`src/rtl/contraction_pulse_sequencer_assert.svh`:
```
// Assertion macros used by the sequencer top level.
// Both expect clk and rst_n in scope.
`ifndef CONTRACTION_PULSE_SEQUENCER_ASSERT_SVH
`define CONTRACTION_PULSE_SEQUENCER_ASSERT_SVH

// Same-cycle implication.
`define CPS_ASSERT_NOW(lbl, ante, cons, msg) \
  lbl: assert property (@(posedge clk) disable iff (!rst_n) (ante) |-> (cons)) \
    else $error(msg);

// Next-cycle implication.
`define CPS_ASSERT_NEXT(lbl, ante, cons, msg) \
  lbl: assert property (@(posedge clk) disable iff (!rst_n) (ante) |=> (cons)) \
    else $error(msg);

`endif

```
`src/rtl/cps_pkg.sv`:
```
`default_nettype none
package cps_pkg;

  localparam int TIME_W  = 23;
  localparam int STEP_W  = 10;
  localparam int LEVEL_W = 12;
  localparam int INT_W   = 16;
  localparam int TYPE_W  = 3;

  // register file contents
  typedef struct packed {
    logic [TIME_W-1:0] default_pulse_time;
    logic [TIME_W-1:0] gap_time;
    logic [TIME_W-1:0] short_pulse_time;
    logic [TIME_W-1:0] opening_time;
    logic [TIME_W-1:0] long_time_base;
    logic [STEP_W-1:0] level_step;
  } cfg_t;

  // controller -> datapath
  typedef struct packed {
    logic capture;  // latch input transaction
    logic check;    // evaluate start / ignore
    logic load;     // load first phase of a new sequence
    logic step;     // advance one phase
    logic emit;     // load result registers
    logic dec;      // count down one tick
  } cmd_t;

  // datapath -> controller
  typedef struct packed {
    logic start_ok; // captured start command and sequencer idle
    logic busy;     // phase is not idle
    logic settled;  // idle, or current phase has time left
  } sts_t;

endpackage
`default_nettype wire

```
`src/rtl/cps_regs.sv`:
```
`default_nettype none
module cps_regs
  import cps_pkg::*;
(
  input  wire logic        clk,
  input  wire logic        rst_n,
  input  wire logic        psel,
  input  wire logic        penable,
  input  wire logic        pwrite,
  input  wire logic [4:0]  paddr,
  input  wire logic [31:0] pwdata,
  output logic [31:0]      prdata,
  output logic             pready,
  output cfg_t             cfg
);

  typedef enum logic [2:0] {
    REG_DEFAULT_PULSE = 3'd0,
    REG_GAP           = 3'd1,
    REG_SHORT_PULSE   = 3'd2,
    REG_OPENING       = 3'd3,
    REG_LONG_BASE     = 3'd4,
    REG_LEVEL_STEP    = 3'd5
  } reg_idx_t;

  cfg_t       cfg_r, cfg_nxt;
  logic [2:0] idx;
  logic       wr_en;

  assign pready = 1'b1;
  assign idx    = paddr[4:2];
  assign wr_en  = psel && penable && pwrite;
  assign cfg    = cfg_r;

  always_comb begin
    cfg_nxt = cfg_r;
    if (wr_en) begin
      case (idx)
        REG_DEFAULT_PULSE: cfg_nxt.default_pulse_time = pwdata[TIME_W-1:0];
        REG_GAP:           cfg_nxt.gap_time           = pwdata[TIME_W-1:0];
        REG_SHORT_PULSE:   cfg_nxt.short_pulse_time   = pwdata[TIME_W-1:0];
        REG_OPENING:       cfg_nxt.opening_time       = pwdata[TIME_W-1:0];
        REG_LONG_BASE:     cfg_nxt.long_time_base     = pwdata[TIME_W-1:0];
        REG_LEVEL_STEP:    cfg_nxt.level_step         = pwdata[STEP_W-1:0];
        default:           cfg_nxt = cfg_r;
      endcase
    end
  end

  always_comb begin
    case (idx)
      REG_DEFAULT_PULSE: prdata = 32'(cfg_r.default_pulse_time);
      REG_GAP:           prdata = 32'(cfg_r.gap_time);
      REG_SHORT_PULSE:   prdata = 32'(cfg_r.short_pulse_time);
      REG_OPENING:       prdata = 32'(cfg_r.opening_time);
      REG_LONG_BASE:     prdata = 32'(cfg_r.long_time_base);
      REG_LEVEL_STEP:    prdata = 32'(cfg_r.level_step);
      default:           prdata = 32'd0;
    endcase
  end

  always_ff @(posedge clk) begin
    if (!rst_n) begin
      cfg_r.default_pulse_time <= TIME_W'(200000);
      cfg_r.gap_time           <= TIME_W'(100000);
      cfg_r.short_pulse_time   <= TIME_W'(100000);
      cfg_r.opening_time       <= TIME_W'(1250000);
      cfg_r.long_time_base     <= TIME_W'(5000000);
      cfg_r.level_step         <= STEP_W'(250);
    end else begin
      cfg_r <= cfg_nxt;
    end
  end

endmodule
`default_nettype wire

```
`src/rtl/cps_ctrl.sv`:
```
`default_nettype none
module cps_ctrl
  import cps_pkg::*;
(
  input  wire logic clk,
  input  wire logic rst_n,
  input  wire logic in_valid,
  output logic      in_ready,
  output logic      out_valid,
  input  wire logic out_ready,
  input  wire sts_t sts,
  output cmd_t      cmd
);

  typedef enum logic [6:0] {
    C_IDLE    = 7'b0000001,
    C_CHECK   = 7'b0000010,
    C_LOAD    = 7'b0000100,
    C_SETTLE1 = 7'b0001000,
    C_EMIT    = 7'b0010000,
    C_DEC     = 7'b0100000,
    C_SETTLE2 = 7'b1000000
  } ctrl_state_t;

  ctrl_state_t state_r, state_nxt;
  logic        out_valid_r, out_valid_nxt;
  logic        slot_free;

  assign slot_free = !out_valid_r || out_ready;
  assign in_ready  = (state_r == C_IDLE);
  assign out_valid = out_valid_r;

  always_comb begin
    state_nxt = state_r;
    cmd       = '0;
    case (state_r)
      C_IDLE: begin
        if (in_valid) begin
          cmd.capture = 1'b1;
          state_nxt   = C_CHECK;
        end
      end
      C_CHECK: begin
        cmd.check = 1'b1;
        state_nxt = sts.start_ok ? C_LOAD : C_EMIT;
      end
      C_LOAD: begin
        cmd.load  = 1'b1;
        state_nxt = C_SETTLE1;
      end
      C_SETTLE1: begin
        if (sts.settled) begin
          state_nxt = C_EMIT;
        end else begin
          cmd.step = 1'b1;
        end
      end
      C_EMIT: begin
        if (slot_free) begin
          cmd.emit  = 1'b1;
          state_nxt = sts.busy ? C_DEC : C_IDLE;
        end
      end
      C_DEC: begin
        cmd.dec   = 1'b1;
        state_nxt = C_SETTLE2;
      end
      C_SETTLE2: begin
        if (sts.settled) begin
          state_nxt = C_IDLE;
        end else begin
          cmd.step = 1'b1;
        end
      end
      default: state_nxt = C_IDLE;
    endcase
  end

  always_comb begin
    out_valid_nxt = out_valid_r;
    if (out_valid_r && out_ready) out_valid_nxt = 1'b0;
    if (cmd.emit) out_valid_nxt = 1'b1;
  end

  always_ff @(posedge clk) begin
    if (!rst_n) begin
      state_r     <= C_IDLE;
      out_valid_r <= 1'b0;
    end else begin
      state_r     <= state_nxt;
      out_valid_r <= out_valid_nxt;
    end
  end

endmodule
`default_nettype wire

```
`src/rtl/cps_dp.sv`:
```
`default_nettype none
module cps_dp
  import cps_pkg::*;
#(
  parameter int COUNTER_BITS = 26
) (
  input  wire logic               clk,
  input  wire logic               rst_n,
  input  wire cfg_t               cfg,
  input  wire cmd_t               cmd,
  output sts_t                    sts,
  input  wire logic               in_operation,
  input  wire logic [TYPE_W-1:0]  in_contraction_type,
  input  wire logic               in_first_channel,
  input  wire logic [INT_W-1:0]   in_intensity,
  input  wire logic               in_opening,
  output logic [LEVEL_W-1:0]      out_level_first,
  output logic [LEVEL_W-1:0]      out_level_second,
  output logic                    out_busy_res,
  output logic                    out_start_ignored
);

  typedef enum logic [4:0] {
    PH_IDLE     = 5'b00001,
    PH_OPEN_ON  = 5'b00010,
    PH_OPEN_GAP = 5'b00100,
    PH_PULSE    = 5'b01000,
    PH_GAP      = 5'b10000
  } phase_t;

  localparam logic [TYPE_W-1:0] TY_SHORT  = 3'd0;
  localparam logic [TYPE_W-1:0] TY_LONG   = 3'd1;
  localparam logic [TYPE_W-1:0] TY_DOUBLE = 3'd2;
  localparam logic [TYPE_W-1:0] TY_TRIPLE = 3'd3;
  localparam logic [TYPE_W-1:0] TY_CO     = 3'd4;

  // x/3 == (x * ceil(2^25/3)) >> 25, exact for x < 2^23
  localparam int          DIV3_SHIFT = 25;
  localparam logic [23:0] DIV3_MUL   = 24'hAAAAAB;
  localparam int          PROD_W     = TIME_W + 24;

  localparam int GAP5_W = TIME_W + 3;
  localparam int SAT_W  = (COUNTER_BITS > GAP5_W) ? COUNTER_BITS : GAP5_W;
  localparam int UNIT_W = 3;

  // captured transaction
  logic              op_r;
  logic [TYPE_W-1:0] type_r;
  logic              first_r;
  logic [UNIT_W-1:0] units_r;
  logic              open_r;

  // sequence state
  phase_t                  phase_r, phase_nxt;
  logic [COUNTER_BITS-1:0] time_left_r, time_left_nxt;
  logic [1:0]              pulses_left_r, pulses_left_nxt;
  logic [TIME_W-1:0]       pulse_length_r, pulse_length_nxt;
  logic [LEVEL_W-1:0]      drive_level_r, drive_level_nxt;
  logic                    en_first_r, en_first_nxt;
  logic                    en_second_r, en_second_nxt;
  logic                    with_open_r, with_open_nxt;
  logic                    ignored_r;
  logic [TIME_W-1:0]       quot3_r;

  // result registers
  logic [LEVEL_W-1:0]      out_level_first_r;
  logic [LEVEL_W-1:0]      out_level_second_r;
  logic                    out_busy_r;
  logic                    out_ignored_r;

  logic [UNIT_W-1:0]       units_clamp;
  logic [UNIT_W-1:0]       units_eff;
  logic [PROD_W-1:0]       prod;
  logic [UNIT_W+STEP_W-1:0] level_prod;
  logic [TIME_W-1:0]       len_sel;
  logic [GAP5_W-1:0]       gap5;
  logic [SAT_W-1:0]        gap5_wide;
  logic [SAT_W-1:0]        cnt_max_wide;
  logic [COUNTER_BITS-1:0] gap5_fit;
  logic [COUNTER_BITS-1:0] gap_fit;
  logic [COUNTER_BITS-1:0] len_fit;
  logic [COUNTER_BITS-1:0] open_fit;
  logic                    phase_on;

  assign units_clamp = (in_intensity == '0) ? UNIT_W'(1) :
                       (in_intensity > INT_W'(4)) ? UNIT_W'(4) : in_intensity[UNIT_W-1:0];

  assign prod = PROD_W'(cfg.long_time_base) * PROD_W'(DIV3_MUL);

  assign gap5         = {3'b000, cfg.gap_time} + {1'b0, cfg.gap_time, 2'b00};
  assign gap5_wide    = SAT_W'(gap5);
  assign cnt_max_wide = SAT_W'({COUNTER_BITS{1'b1}});
  assign gap5_fit     = (gap5_wide > cnt_max_wide) ? {COUNTER_BITS{1'b1}}
                                                  : gap5_wide[COUNTER_BITS-1:0];
  assign gap_fit      = {{(COUNTER_BITS-TIME_W){1'b0}}, cfg.gap_time};
  assign open_fit     = {{(COUNTER_BITS-TIME_W){1'b0}}, cfg.opening_time};
  assign len_fit      = {{(COUNTER_BITS-TIME_W){1'b0}}, pulse_length_r};

  assign sts.busy     = (phase_r != PH_IDLE);
  assign sts.start_ok = op_r && (phase_r == PH_IDLE);
  assign sts.settled  = (phase_r == PH_IDLE) || (time_left_r != '0);

  assign phase_on = (phase_r == PH_OPEN_ON) || (phase_r == PH_PULSE);

  assign out_level_first   = out_level_first_r;
  assign out_level_second  = out_level_second_r;
  assign out_busy_res      = out_busy_r;
  assign out_start_ignored = out_ignored_r;

  // per-type setup
  always_comb begin
    en_first_nxt  = first_r;
    en_second_nxt = !first_r;
    pulses_left_nxt = 2'd1;
    units_eff     = units_r;
    with_open_nxt = 1'b0;
    case (type_r)
      TY_DOUBLE, TY_TRIPLE: begin
        pulses_left_nxt = (type_r == TY_DOUBLE) ? 2'd2 : 2'd3;
        en_first_nxt    = 1'b0;
        en_second_nxt   = 1'b1;
        units_eff       = UNIT_W'(4);
        with_open_nxt   = open_r;
      end
      TY_CO: begin
        en_first_nxt  = 1'b1;
        en_second_nxt = 1'b1;
        units_eff     = UNIT_W'(4);
      end
      default: ;
    endcase
  end

  assign level_prod      = (UNIT_W + STEP_W)'(units_eff) * (UNIT_W + STEP_W)'(cfg.level_step);
  assign drive_level_nxt = level_prod[LEVEL_W-1:0];

  // pulse length of a new sequence
  always_comb begin
    case (type_r)
      TY_SHORT, TY_CO: len_sel = cfg.short_pulse_time;
      TY_LONG: begin
        case (units_r)
          3'd2:    len_sel = cfg.long_time_base >> 1;
          3'd3:    len_sel = quot3_r;
          3'd4:    len_sel = cfg.long_time_base >> 2;
          default: len_sel = cfg.long_time_base;
        endcase
      end
      default: len_sel = cfg.default_pulse_time;
    endcase
  end

  always_comb begin
    phase_nxt        = phase_r;
    time_left_nxt    = time_left_r;
    pulse_length_nxt = pulse_length_r;
    if (cmd.load) begin
      pulse_length_nxt = len_sel;
      if (with_open_r) begin
        phase_nxt     = PH_OPEN_ON;
        time_left_nxt = open_fit;
      end else begin
        phase_nxt     = PH_PULSE;
        time_left_nxt = {{(COUNTER_BITS-TIME_W){1'b0}}, len_sel};
      end
    end else if (cmd.dec) begin
      time_left_nxt = time_left_r - COUNTER_BITS'(1);
    end else if (cmd.step) begin
      case (phase_r)
        PH_OPEN_ON: begin
          phase_nxt     = PH_OPEN_GAP;
          time_left_nxt = gap5_fit;
        end
        PH_OPEN_GAP, PH_GAP: begin
          phase_nxt     = PH_PULSE;
          time_left_nxt = len_fit;
        end
        PH_PULSE: begin
          if (pulses_left_r > 2'd1) begin
            phase_nxt     = PH_GAP;
            time_left_nxt = gap_fit;
          end else begin
            phase_nxt     = PH_IDLE;
            time_left_nxt = '0;
          end
        end
        default: begin
          phase_nxt     = PH_IDLE;
          time_left_nxt = '0;
        end
      endcase
    end
  end

  always_ff @(posedge clk) begin
    if (!rst_n) begin
      phase_r        <= PH_IDLE;
      time_left_r    <= '0;
      pulses_left_r  <= '0;
      pulse_length_r <= '0;
      drive_level_r  <= '0;
      en_first_r     <= 1'b0;
      en_second_r    <= 1'b0;
      with_open_r    <= 1'b0;
      op_r           <= 1'b0;
      ignored_r      <= 1'b0;
    end else begin
      phase_r        <= phase_nxt;
      time_left_r    <= time_left_nxt;
      pulse_length_r <= pulse_length_nxt;
      if (cmd.capture) op_r <= in_operation;
      if (cmd.check) ignored_r <= op_r && sts.busy;
      if (cmd.check && sts.start_ok) begin
        en_first_r    <= en_first_nxt;
        en_second_r   <= en_second_nxt;
        pulses_left_r <= pulses_left_nxt;
        drive_level_r <= drive_level_nxt;
        with_open_r   <= with_open_nxt;
      end else if (cmd.step && phase_r == PH_PULSE) begin
        pulses_left_r <= (pulses_left_r > 2'd1) ? pulses_left_r - 2'd1 : 2'd0;
      end
    end
  end

  // payload registers
  always_ff @(posedge clk) begin
    if (cmd.capture) begin
      type_r  <= in_contraction_type;
      first_r <= in_first_channel;
      units_r <= units_clamp;
      open_r  <= in_opening;
    end
    if (cmd.check) quot3_r <= TIME_W'(prod[PROD_W-1:DIV3_SHIFT]);
    if (cmd.emit) begin
      out_level_first_r  <= (phase_on && en_first_r) ? drive_level_r : '0;
      out_level_second_r <= (phase_on && en_second_r) ? drive_level_r : '0;
      out_busy_r         <= sts.busy;
      out_ignored_r      <= ignored_r;
    end
  end

endmodule
`default_nettype wire

```
`src/rtl/contraction_pulse_sequencer.sv`:
```
// Flow: a plain tick is captured, checked and emitted, with a countdown step when a
//   sequence runs; a start adds a load and a pass that skips zero-length phases.
// Input: one transaction at a time, in_ready only while the controller is idle;
//   the phase-step sequencer advances one phase per cycle.
// Reset: synchronous active-low rst_n, no clearing pass; control registers return to
//   defaults, the sequencer to idle; payload and result registers are not reset.
`default_nettype none
module contraction_pulse_sequencer
  import cps_pkg::*;
#(
  parameter int COUNTER_BITS = 26
) (
  input  wire logic               clk,
  input  wire logic               rst_n,
  // input transaction: one microsecond tick, optionally with a start command
  input  wire logic               in_valid,
  output logic                    in_ready,
  input  wire logic               in_operation,
  input  wire logic [TYPE_W-1:0]  in_contraction_type,
  input  wire logic               in_first_channel,
  input  wire logic [INT_W-1:0]   in_intensity,
  input  wire logic               in_opening,
  // result transaction: DAC levels and status for that tick
  output logic                    out_valid,
  input  wire logic               out_ready,
  output logic [LEVEL_W-1:0]      out_level_first,
  output logic [LEVEL_W-1:0]      out_level_second,
  output logic                    out_busy_res,
  output logic                    out_start_ignored,
  // APB register port
  input  wire logic               psel,
  input  wire logic               penable,
  input  wire logic               pwrite,
  input  wire logic [4:0]         paddr,
  input  wire logic [31:0]        pwdata,
  output logic [31:0]             prdata,
  output logic                    pready
);

`include "contraction_pulse_sequencer_assert.svh"

  cfg_t cfg;
  cmd_t cmd;
  sts_t sts;

  // Timing register file (pulse, gap, opening, long base, level step).
  cps_regs u_regs (
    .clk     (clk),
    .rst_n   (rst_n),
    .psel    (psel),
    .penable (penable),
    .pwrite  (pwrite),
    .paddr   (paddr),
    .pwdata  (pwdata),
    .prdata  (prdata),
    .pready  (pready),
    .cfg     (cfg)
  );

  // Controller: accept, start check, phase settling, result emit, countdown.
  cps_ctrl u_ctrl (
    .clk       (clk),
    .rst_n     (rst_n),
    .in_valid  (in_valid),
    .in_ready  (in_ready),
    .out_valid (out_valid),
    .out_ready (out_ready),
    .sts       (sts),
    .cmd       (cmd)
  );

  // Datapath: phase register, countdown, long-pulse divide, level multiply.
  cps_dp #(
    .COUNTER_BITS (COUNTER_BITS)
  ) u_dp (
    .clk                 (clk),
    .rst_n               (rst_n),
    .cfg                 (cfg),
    .cmd                 (cmd),
    .sts                 (sts),
    .in_operation        (in_operation),
    .in_contraction_type (in_contraction_type),
    .in_first_channel    (in_first_channel),
    .in_intensity        (in_intensity),
    .in_opening          (in_opening),
    .out_level_first     (out_level_first),
    .out_level_second    (out_level_second),
    .out_busy_res        (out_busy_res),
    .out_start_ignored   (out_start_ignored)
  );

  // Ready only once zero-length phases have been skipped.
  `CPS_ASSERT_NOW(a_ready_settled, in_ready, sts.settled, "ready with unsettled phase")
  // An idle result drives no level.
  `CPS_ASSERT_NOW(a_idle_quiet, out_valid && !out_busy_res,
    out_level_first == '0 && out_level_second == '0, "level driven while idle")
  // A dropped start implies a sequence is running.
  `CPS_ASSERT_NOW(a_ignore_busy, out_valid && out_start_ignored, out_busy_res,
    "start ignored while idle")
  // An accepted transaction leaves the controller not ready in the next cycle.
  `CPS_ASSERT_NEXT(a_accept_busy, in_valid && in_ready, !in_ready,
    "ready right after accept")

endmodule
`default_nettype wire

```
`config.mk`:
```
export PLATFORM = sky130hd
export DESIGN_NAME = contraction_pulse_sequencer
export DESIGN_NICKNAME = d
export VERILOG_FILES = /design/src/rtl/cps_pkg.sv /design/src/rtl/cps_regs.sv /design/src/rtl/cps_ctrl.sv /design/src/rtl/cps_dp.sv /design/src/rtl/contraction_pulse_sequencer.sv
export VERILOG_INCLUDE_DIRS = /design/src /design/src/rtl
export SDC_FILE = /design/constraint.sdc
export NUM_CORES = 1
export LEC_CHECK = 0
export ABC_AREA = 1
export ABC_CLOCK_PERIOD_IN_PS = 6800
export BUFFER_PORTS_ARGS = -buffer_cell sky130_fd_sc_hd__buf_2
export CORE_MARGIN = 3
export CORE_UTILIZATION = 50
export CTS_BUF_LIST = sky130_fd_sc_hd__clkbuf_8
export DETAILED_ROUTE_END_ITERATION = 12
export PLACE_DENSITY_LB_ADDON = 0.12
export SYNTH_ARGS = -nofsm -noshare
export SYNTH_HDL_FRONTEND = slang
export SYNTH_SLANG_ARGS = --single-unit
```
`constraint.sdc`:
```
create_clock -name clk -period 6.8 [get_ports clk]
set_input_delay 1.36 -clock clk [delete_from_list [all_inputs] [get_ports clk]]
set_output_delay 1.36 -clock clk [all_outputs]
set_load 0.03 [all_outputs]
```
==> flow_results.org, run 1 <==
** Synth
- Number of library cell types mapped by synthesis :: 59
- Yosys printed 0 warnings.
- Synthesis handed over a netlist of 3107 instances.
- Share of flip-flops with an asynchronous set or reset after synthesis :: 0%
- The synthesized design contains 56 enable-type register cells.
- Register bit count reported by yosys :: 262
- After synthesis the cells add up to 23100 sq um.
- Average size of a mapped cell :: 7.43 sq um
- Fraction of the yosys area taken by sequential cells :: 25.2%
- Among all flip-flop cells after synthesis, the most frequent one is sky130_fd_sc_hd__dfxtp_1.

** Detailed routing
- Total DRC errors in the routed layout :: 0
- The detail route stage leaves a number of antenna-violating nets equal to 0.
- The detailed router placed 20.9k vias in this run.
- Number of search-and-repair iterations in the first detailed-routing pass :: 6
- Post-detailed-route via-to-cell ratio :: 5.44
- Routed Wire Length :: 72.0 mm
- The detailed router finished its first iteration with 1472 violations.
- In the final routed layout, each cell accounts on average for 18.8 um.

** Timing
- Worst slew margin relative to its limit :: 17.7%
- Setup repair after global routing left no endpoint under its margin.
- Number of failing hold endpoints at the final stage :: 0
- Max frequency :: 153 MHz
- The number of max-slew violations in the final report was 0.
- After layout, the worst setup slack is 0.275 ns.
- Setup violations remaining at the end of the flow were counted as 0.
- Post-Route Skew :: 0.0215 ns
- Setup total negative slack on the finished layout was measured at 0 ns.
- Tcrit/Tclk final :: 96.0%
- Tightest Pin Transition :: 1.23 ns
- Crit path time final :: 6.53 ns

** Clock network
- Count of H-tree levels built during CTS :: 2
- Buffers added to address setup during post-CTS repair amount to 0.
- Clock tree synthesis found a total of 262 sinks.
- The tree is rooted in a sky130_fd_sc_hd__clkbuf_8.
- In this run, CTS created clock tree buffers numbering 48.
- TritonCTS built the clock tree.
- The clock passes through at most 3 buffers.
- Clock-pin slew of the registers on the worst-case setup and hold paths :: 0.07 ns
- Clock latency on the worst-skew pair :: 0.65 ns

** GRT
- Global routing consumed, over all layers together, 28.7% of the routing resources.
- Global-route wire length before repair :: 112 mm
- Entering global routing, the biggest net connects 79 pins.
- Number of global-route vias before repair :: 20.4k
- The initial antenna violation count is 0.
- Global route overflow :: 0

** Worst setup path
- Slowest Stage Delay on Critical Path :: 0.64 ns
- Kind of cell adding the most delay to the critical path :: adder cells
- The largest individual stage delay along the critical path comes from the cell sky130_fd_sc_hd__fa_1.
- Of all nets on the critical path, the largest fanout is 6.
- The cell that appears most often on the critical path is sky130_fd_sc_hd__fa_1.
- Required time of the critical path :: 7.19 ns
- The worst setup path is launched from a flop.
- Across all register-to-register paths, the minimum setup slack is 0.27 ns.
- The setup path with the least slack is of type reg2reg.
- For the worst flop-to-flop path, the logic depth is 21.
- STA classifies the critical path endpoint as a flop.
- At the worst endpoint, the arrival time is 6.92 ns.
- Crit path buf inv count :: 5
- In this run the critical register-to-register path is launched from u_regs.cfg[23].
- FF-to-FF End :: u_dp.quot3_r[13]
- Walking the worst path, the cells encountered are ha_1, fa_1, fa_1, fa_1, inv_1, fa_1, inv_1, fa_1, inv_1, fa_1, inv_1, ha_1, nand2_1, inv_1, a21boi_0, o21ai_0, a21oi_1, nand2_1, nand3_1, nand2_1, xor2_1.

** Floorplan
- The core region is 45500 sq um.
- Number of placed I/O pins :: 127
- The floorplan has 78 rows.
- Once the floorplan was initialized, standard cells occupied 50.7% of the core.
- The die covers 48800 sq um.
- Die Ht :: 221 um
- Horizontal extent of the die :: 221 um

** Flow run
- The tool flagged a number of max-cap violations equal to 0.

** Placed design
- Post-Place Setup Slack :: 0.239 ns
- Routability congestion estimate :: 0.982
- Detailed-placement wirelength estimate :: 58.7 mm
- Placed cells :: 3751
- Number of input and output port buffers inserted :: 105

** Final layout
- 0 antenna diodes ended up in the layout.
- In the final design database the tool counted 3636 nets.
- For this run, the number of standard cells in the final layout without fillers is 3835.
- Fill cells in the final layout number 4464.
- Of the cells placed in the final design, the portion with a size suffix greater than 1 is 8.84%.
- Area growth from synthesis to layout :: 9.06%
- For this run, the share of the core covered by cells in the final layout is 55.3%.

** Pwr
- VDD IR-drop max :: 0.000156 V
- LEAKAGE :: 12.2 nW
- Overall power consumption :: 6.02 mW
- Power per Cell Area :: 239 nW/um^2

** Status
- Run status :: completed

** Hold path
- The path with the worst hold slack has its endpoint at u_dp.out_start_ignored.
- WHS Path Cells :: 0
- Hold path startpoint :: u_dp.ignored_r
- Worst hold path type :: reg2reg
==> Yosys cell counts, types with 31 or more instances <==
| cell | number | area, sq um |
|---|---|---|
| sky130_fd_sc_hd__a21oi_1 | 251 | 1260 |
| sky130_fd_sc_hd__clkbuf_1 | 62 | 233 |
| sky130_fd_sc_hd__dfxtp_1 | 206 | 4120 |
| sky130_fd_sc_hd__edfxtp_1 | 56 | 1680 |
| sky130_fd_sc_hd__fa_1 | 154 | 3080 |
| sky130_fd_sc_hd__ha_1 | 215 | 2690 |
| sky130_fd_sc_hd__inv_1 | 565 | 2120 |
| sky130_fd_sc_hd__nand2_1 | 574 | 2150 |
| sky130_fd_sc_hd__nand3_1 | 111 | 556 |
| sky130_fd_sc_hd__nand4_1 | 36 | 225 |
| sky130_fd_sc_hd__nor2_1 | 271 | 1020 |
| sky130_fd_sc_hd__o211ai_1 | 34 | 255 |
| sky130_fd_sc_hd__o21ai_0 | 230 | 1150 |
| sky130_fd_sc_hd__o221ai_1 | 31 | 272 |
==> worst reg2reg max path, cell delays in order, from the launching register on <==
cell and delay, ns:
sky130_fd_sc_hd__dfxtp_1 0.47, sky130_fd_sc_hd__ha_1 0.33, sky130_fd_sc_hd__fa_1 0.55, sky130_fd_sc_hd__fa_1 0.54, sky130_fd_sc_hd__fa_1 0.64, sky130_fd_sc_hd__inv_1 0.08
sky130_fd_sc_hd__fa_1 0.54, sky130_fd_sc_hd__inv_1 0.06, sky130_fd_sc_hd__fa_1 0.53, sky130_fd_sc_hd__inv_1 0.08, sky130_fd_sc_hd__fa_1 0.54, sky130_fd_sc_hd__inv_1 0.05
sky130_fd_sc_hd__ha_1 0.32, sky130_fd_sc_hd__nand2_1 0.15, sky130_fd_sc_hd__inv_1 0.05, sky130_fd_sc_hd__a21boi_0 0.33, sky130_fd_sc_hd__o21ai_0 0.16, sky130_fd_sc_hd__a21oi_1 0.35
sky130_fd_sc_hd__nand2_1 0.19, sky130_fd_sc_hd__nand3_1 0.13, sky130_fd_sc_hd__nand2_1 0.07, sky130_fd_sc_hd__xor2_1 0.14
==> state kept, by name, indices dropped and copies added, names as in the netlist, 3 cells and up <==
signal                 flops
u_ctrl.state_r             7
u_dp.drive_level_r        12
u_dp.out_level_first      12
u_dp.out_level_second     12
u_dp.phase_r               5
u_dp.pulse_length_r       23
u_dp.quot3_r              22
u_dp.time_left_r          26
u_dp.type_r                3
u_dp.units_r               3
u_regs.cfg               125
==> layout by cell type, fill, tap and decap left out, types with 56 or more instances in the layout <==
cell type                  count
sky130_fd_sc_hd__fa_1        154
sky130_fd_sc_hd__nand3_1     111
sky130_fd_sc_hd__o21ai_0     229
sky130_fd_sc_hd__dfxtp_1     206
sky130_fd_sc_hd__edfxtp_1     56
sky130_fd_sc_hd__nand2_1     574
sky130_fd_sc_hd__inv_1       577
sky130_fd_sc_hd__clkbuf_8     58
sky130_fd_sc_hd__a21oi_1     251
sky130_fd_sc_hd__ha_1        215
sky130_fd_sc_hd__buf_2       104
sky130_fd_sc_hd__nor2_1      270
==> layer usage <==
| metal | GRT usage (%) | part of all wire, % | vias up |
|---|---|---|---|
| met2 | 51.0 | 50 | 593 |
| met1 | 35.8 | 41 | 9832 |
| li1 | - | - | 10300 |
| met4 | 11.5 | 4.2 | 0 |
| met5 | 0 | 0 | - |
| met3 | 2.85 | 4.2 | 157 |
==> where the power goes <==
| part | total, mW | switching [mW] | internal (mW) |
|---|---|---|---|
| logic | 2.67 | 1.78 | 0.897 |
| clock network | 1.62 | 0.729 | 0.893 |
| registers | 1.73 | 0.0369 | 1.69 |
| total | 6.02 | 2.54 | 3.48 |
==> repair_timing <==
action | 4_1_cts | 5_1_grt
hold buffers | 0 | 0
gates resized for setup | 0 | 1
endpoints found under the setup margin | 0 | 1
==> through the flow <==
step,area (sq um),hold WS (ns)
6_report,25200,0.445
5_1_grt,25200,0.466
4_1_cts,25200,0.444
3_5_place_dp,24100,0.422
3_3_place_gp,24100,0.431
2_1_floorplan,23100,0.409
==> cell type report <==
cell class / instances / area [sq um] / area share (%)
Sequential cell: 262 / 5810 / 23.1
Timing Repair Buffer: 139 / 783 / 3.11
Tap cell: 600 / 751 / 2.98
Clock inverter: 26 / 220 / 0.875
Inverter: 592 / 2230 / 8.85
Clock buffer: 58 / 798 / 3.17
Multi-Input combinational cell: 2158 / 14600 / 57.9
==> logic make-up after synthesis <==
group | synth area share, %
and+or+nand+nor | 20.3
other | 0.0326
DFF | 25.2
AOI/OAI and AO/OA | 16.4
buffers and inverters | 11.8
xor gates and xnor gates | 1.33
adders and majority gates | 25.0
==> worst max path at each step <==
stage | start | endpoint | slack (ns) | cells past startpoint
floorplan | u_regs.cfg[29] | u_dp.quot3_r[12] | 1.07 | 19
global placement | u_regs.cfg[23] | u_dp.quot3_r[17] | 0.29 | 19
detailed placement | u_regs.cfg[23] | u_dp.quot3_r[17] | 0.24 | 19
CTS | u_regs.cfg[23] | u_dp.quot3_r[17] | 0.22 | 19
global route | u_regs.cfg[23] | u_dp.quot3_r[21] | 0.04 | 21
finish | u_regs.cfg[23] | u_dp.quot3_r[13] | 0.27 | 21
No activity file was read; power rests on OpenSTA's default activity.
==> run 2, diff against run 1 <==
- ABC_AREA: 1 -> unset
==> run 2 against run 1 <==
Largest power group is now registers. Sequential power is 3% lower. First-iteration DRC count is 5.2% lower. Sequential share of layout area is 0.98 points higher. Clock skew is 0.023 ns higher. Non-clock buffer count is 43 higher. Critical path type unchanged. Total power is 20% lower. Sequential cell count stayed put. Clock power is 4% lower. Synthesized area is 5.8% lower. Utilization is 1.6 points higher. Hold slack better by 0.0097 ns. Combinational power is 40% lower.
==> flow_results.org, run 2 <==
** Timing
- Tightest Pin Transition :: 1.22 ns (-0.0131 ns)
- The max-slew headroom at the worst pin is 18.3% (+0.59 points).
- Setup slack of the critical path after layout :: 0.300 ns (+0.0251 ns)
- Max frequency :: 154 MHz (+0.39%)
- Crit path time final :: 6.50 ns (-0.0251 ns)
- The hold violation total from the final report is 0 (unchanged).
- The final setup skew is 0.0449 ns (+0.0233 ns).
- Fin. max-slew vios :: 0 (unchanged)
- Tcrit/Tclk final :: 95.6% (-0.37 points)
- Final-report setup violation count :: 0 (unchanged)

** Clock network
- Clock root buffer master :: sky130_fd_sc_hd__clkbuf_8
- Clock latency on the worst-skew pair :: 0.65 ns (about the same)
- The clock slew at the register clock pins of the worst setup and hold paths is 0.06 ns (about the same).
- Postcts setup bufs :: 0 (unchanged)
- The number of buffers created by CTS came to 49 (+2.1%).
- The clock tree buffer depth came to 3 (unchanged).
- Clock tree from TritonCTS :: built
- Count of H-tree levels built during CTS :: 2 (unchanged)
- The number of clock sinks is 262 (unchanged).

** Detailed routing
- Total DRC errors in the routed layout :: 0 (unchanged)
- The iteration count of the initial detailed-routing pass came to 6 (unchanged).
- The wire length per cell after detailed routing is 19.6 um (+4.6%).
- Detailed router's first-iteration violation count :: 1395 (-5.2%)
- The total via count in the routed design came to 18.9k (-9.6%).
- Antenna-violating nets left :: 0 (unchanged)
- Post-detailed-route via-to-cell ratio :: 5.79 (+6.4%)
- Routed Wire Length :: 64.0 mm (-11%)

** Synth
- Average size of a mapped cell :: 8.58 sq um (+16%)
- The post-synthesis sequential element count is 262 (unchanged).
- Post-synthesis cell area :: 21700 sq um (-5.8%)
- Yosys top cell by area :: sky130_fd_sc_hd__dfxtp_1
- Share of the synthesized area in the top cell type :: 19.0% (+1.1 points)
- The number of standard cells after synthesis is 2533 (-18%).
- By area the synthesized netlist is led by sky130_fd_sc_hd__dfxtp_1, sky130_fd_sc_hd__fa_1, sky130_fd_sc_hd__ha_1.
- YS warnings :: 0 (unchanged)
- Primary flip-flop cell chosen by synthesis mapping :: sky130_fd_sc_hd__dfxtp_1
- Yosys instantiated no cell more often than sky130_fd_sc_hd__nand2_1.
- Sorting the synthesized cells by how often they occur yields sky130_fd_sc_hd__nand2_1, sky130_fd_sc_hd__inv_1, sky130_fd_sc_hd__ha_1, sky130_fd_sc_hd__dfxtp_1, sky130_fd_sc_hd__a21oi_1.
- The number of enable flip-flop cells after synthesis is 56 (unchanged).
- The fraction of registers with async set or reset after synthesis was 0% (unchanged).
- Number of library cell types mapped by synthesis :: 77 (+31%)
- The share of synthesized area occupied by flip-flops and latches is 26.7% (+1.5 points).

** Worst setup path
- Cell with the biggest individual delay on the critical path :: sky130_fd_sc_hd__fa_1
- In this run the critical register-to-register path is launched from u_regs.cfg[27].
- The data required time at the worst endpoint was 7.17 ns (-0.02 ns).
- Slack of the worst reg-to-reg path :: 0.30 ns (+0.03 ns)
- Kind of start point of the critical path :: flop
- Arrival time at the worst endpoint :: 6.87 ns (-0.05 ns)
- Most frequent CP cell :: sky130_fd_sc_hd__fa_1
- The delay of the slowest cell on the worst path came to 0.57 ns (-0.07 ns).
- The signal on the critical path passes through ha_1, buf_4, fa_1, fa_1, inv_1, fa_1, inv_1, fa_1, fa_1, fa_1, ha_1, buf_4, a21oi_1, o21ai_0, nor3_2, a31oi_4, buf_4, o31ai_2, nor2b_2, o21bai_1, xor2_1.
- Crit path kind :: reg2reg
- The worst setup path is captured at a flop.
- FF-to-FF End :: u_dp.quot3_r[11]
- Reg2reg path depth :: 21 (unchanged)
- Critical Path Fanout Max :: 6 (unchanged)

** GRT
- The total global routing track utilization came to 27.6% (-1.1 points).
- The via count of the first global-routing pass is 18.6k (-8.7%).
- Global-route wire length before repair :: 102 mm (-8.6%)
- Pin count of the biggest net entering global routing :: 104 (+32%)
- The initial antenna violation count came to 2 (+2).
- The overflow left after global routing came to 0 (unchanged).

** Floorplan
- The die extent in x is 215 um (-2.8%).
- The count of pins on the block boundary came to 127 (unchanged).
- The count of standard-cell rows is 75 (-3.8%).
- The core box area was 42400 sq um (-6.7%).
- Initial Utilization :: 51.3% (+0.53 points)
- Die Ht :: 215 um (-2.8%)
- Total Die Area :: 46000 sq um (-5.6%)

** Hold path
- WHS Path Cells :: 0 (unchanged)
- Hold-critical path endpoint :: u_dp.out_start_ignored
- In this run the worst hold path is classified as reg2reg.
- In this run the most critical hold path is launched from u_dp.ignored_r.

** Final layout
- Most common library cell in the layout ignoring fill and taps :: sky130_fd_sc_hd__nand2_1
- From synthesis to final layout, the design area changed by 11.0%.
- The count of fill cells added during filler insertion was 3845 (-14%).
- The share of layout cells above drive strength 1 is 11.8% (+3.0 points).
- Post-route cell area :: 24100 sq um (-4.1%)
- Largest register FFs :: 125 (unchanged)
- The layout net count came to 3075 (-15%).
- Highest-count cells in the layout ignoring fill and taps :: sky130_fd_sc_hd__nand2_1, sky130_fd_sc_hd__inv_1, sky130_fd_sc_hd__ha_1
- Area occupied by multi-input gates :: 14500 sq um (-0.67%)
- The sequential cell area is 5810 sq um (unchanged).

** Placed design
- The weighted congestion reported at the end of routability-driven placement came to 0.953 (-2.9%).
- The HPWL after detailed placement was 48.8 mm (-17%).
- Post-Place Setup Slack :: 0.0157 ns (-0.223 ns)
- The placement-stage cell area is 23100 sq um (-4.4%).
- The quantity of I/O buffers inserted on ports came to 105 (unchanged).

** Pwr
- The worst ir drop on vdd came to 0.000256 V (+64%).
- The leakage power of the design was 10.9 nW (-11%).
- Power per Cell Area :: 200 nW/um^2 (-17%)

** Status
- Run status :: completed

** Flow run
- Max_cap viols :: 0 (unchanged)
-- run 2: changes by cell type after synthesis, moves of 46 or more --
cell	previous run	this run
sky130_fd_sc_hd__o21ai_0	230	81
sky130_fd_sc_hd__and3_1	2	48
sky130_fd_sc_hd__inv_1	565	276
sky130_fd_sc_hd__clkbuf_1	62	115
sky130_fd_sc_hd__nand2_1	574	402
sky130_fd_sc_hd__a21oi_1	251	181
sky130_fd_sc_hd__nor2_1	271	113
-- run 2: final cells by class --
cell class,instances,area share (%)
Timing Repair Buffer,182,4.57
Tap cell,577,2.99
Clock buffer,54,3.08
Inverter,277,4.32
Antenna cell,1,0.0104
Multi-Input combinational cell,1868,60.0
Clock inverter,36,0.985
Sequential cell,262,24.1
-- run 2: worst max path at each step --
stage / from / end / cells after the start
final: u_regs.cfg[27] / u_dp.quot3_r[11] / 21
after global routing: u_regs.cfg[32] / u_dp.quot3_r[21] / 25
after CTS: u_regs.cfg[27] / u_dp.quot3_r[21] / 20
after detailed placement: u_regs.cfg[27] / u_dp.quot3_r[21] / 20
after global placement: u_regs.cfg[27] / u_dp.quot3_r[21] / 20
after floorplan: u_regs.cfg[20] / u_dp.quot3_r[15] / 20
-- run 2: critical path: cells and delay by family, from the launching register on --
family / cells / cell delay, ns
DFF: 1 / 0.31
adders and majority gates: 8 / 3.83
xor gates and xnor gates: 1 / 0.14
AOI/OAI and AO/OA: 5 / 0.81
buffers and inverters: 5 / 0.61
and+or+nand+nor: 2 / 0.56
-- run 2: per-stage QoR --
| stage | instances | hold WS (ns) | total power [mW] | TNS (ns) | util [%] |
|---|---|---|---|---|---|
| 2_1_floorplan | 2541 | 0.402 | 2.78 | 0 | - |
| 3_3_place_gp | 3166 | 0.430 | 3.24 | 0 | 54.4 |
| 3_5_place_dp | 3166 | 0.449 | 3.26 | 0 | 54.4 |
| 4_1_cts | 3256 | 0.464 | 4.83 | 0 | 56.7 |
| 5_1_grt | 3256 | 0.473 | 5.13 | -0.0341 | 56.9 |
| 6_report | 3257 | 0.454 | 4.82 | 0 | 56.9 |
-- run 2: cells by family after synthesis --
logic type | synth area share (%)
compound gates | 15.1
xor+xnor | 2.54
fa+ha+maj | 26.6
buf+inv | 7.29
flops | 26.7
mux | 3.84
other cells | 0.0345
simple gates | 17.9
-- run 2: routing by layer --
layer / wire, um / part of all wire (%) / global-route usage, % / vias to the layer above
met1: 27100 / 42 / 36.7 / 9114
met5: 17 / 0.027 / 0 / -
li1: - / - / - / 8955
met3: 4110 / 6.4 / 3.61 / 126
met2: 30700 / 48 / 46.3 / 662
met4: 2060 / 3.2 / 9.67 / 2
-- run 2: what timing repair did --
item | 4_1_cts | 5_1_grt
resized for setup | 0 | 15
endpoints found under the setup margin | 0 | 13
hold endpoints to repair | 0 | 0
hold buffers | 0 | 0
-- run 2: power by group --
| group | internal (mW) | switching, mW |
|---|---|---|
| Sequential | 1.65 | 0.0222 |
| Clock | 0.818 | 0.739 |
| Combinational | 0.652 | 0.940 |
| Total | 3.12 | 1.70 |
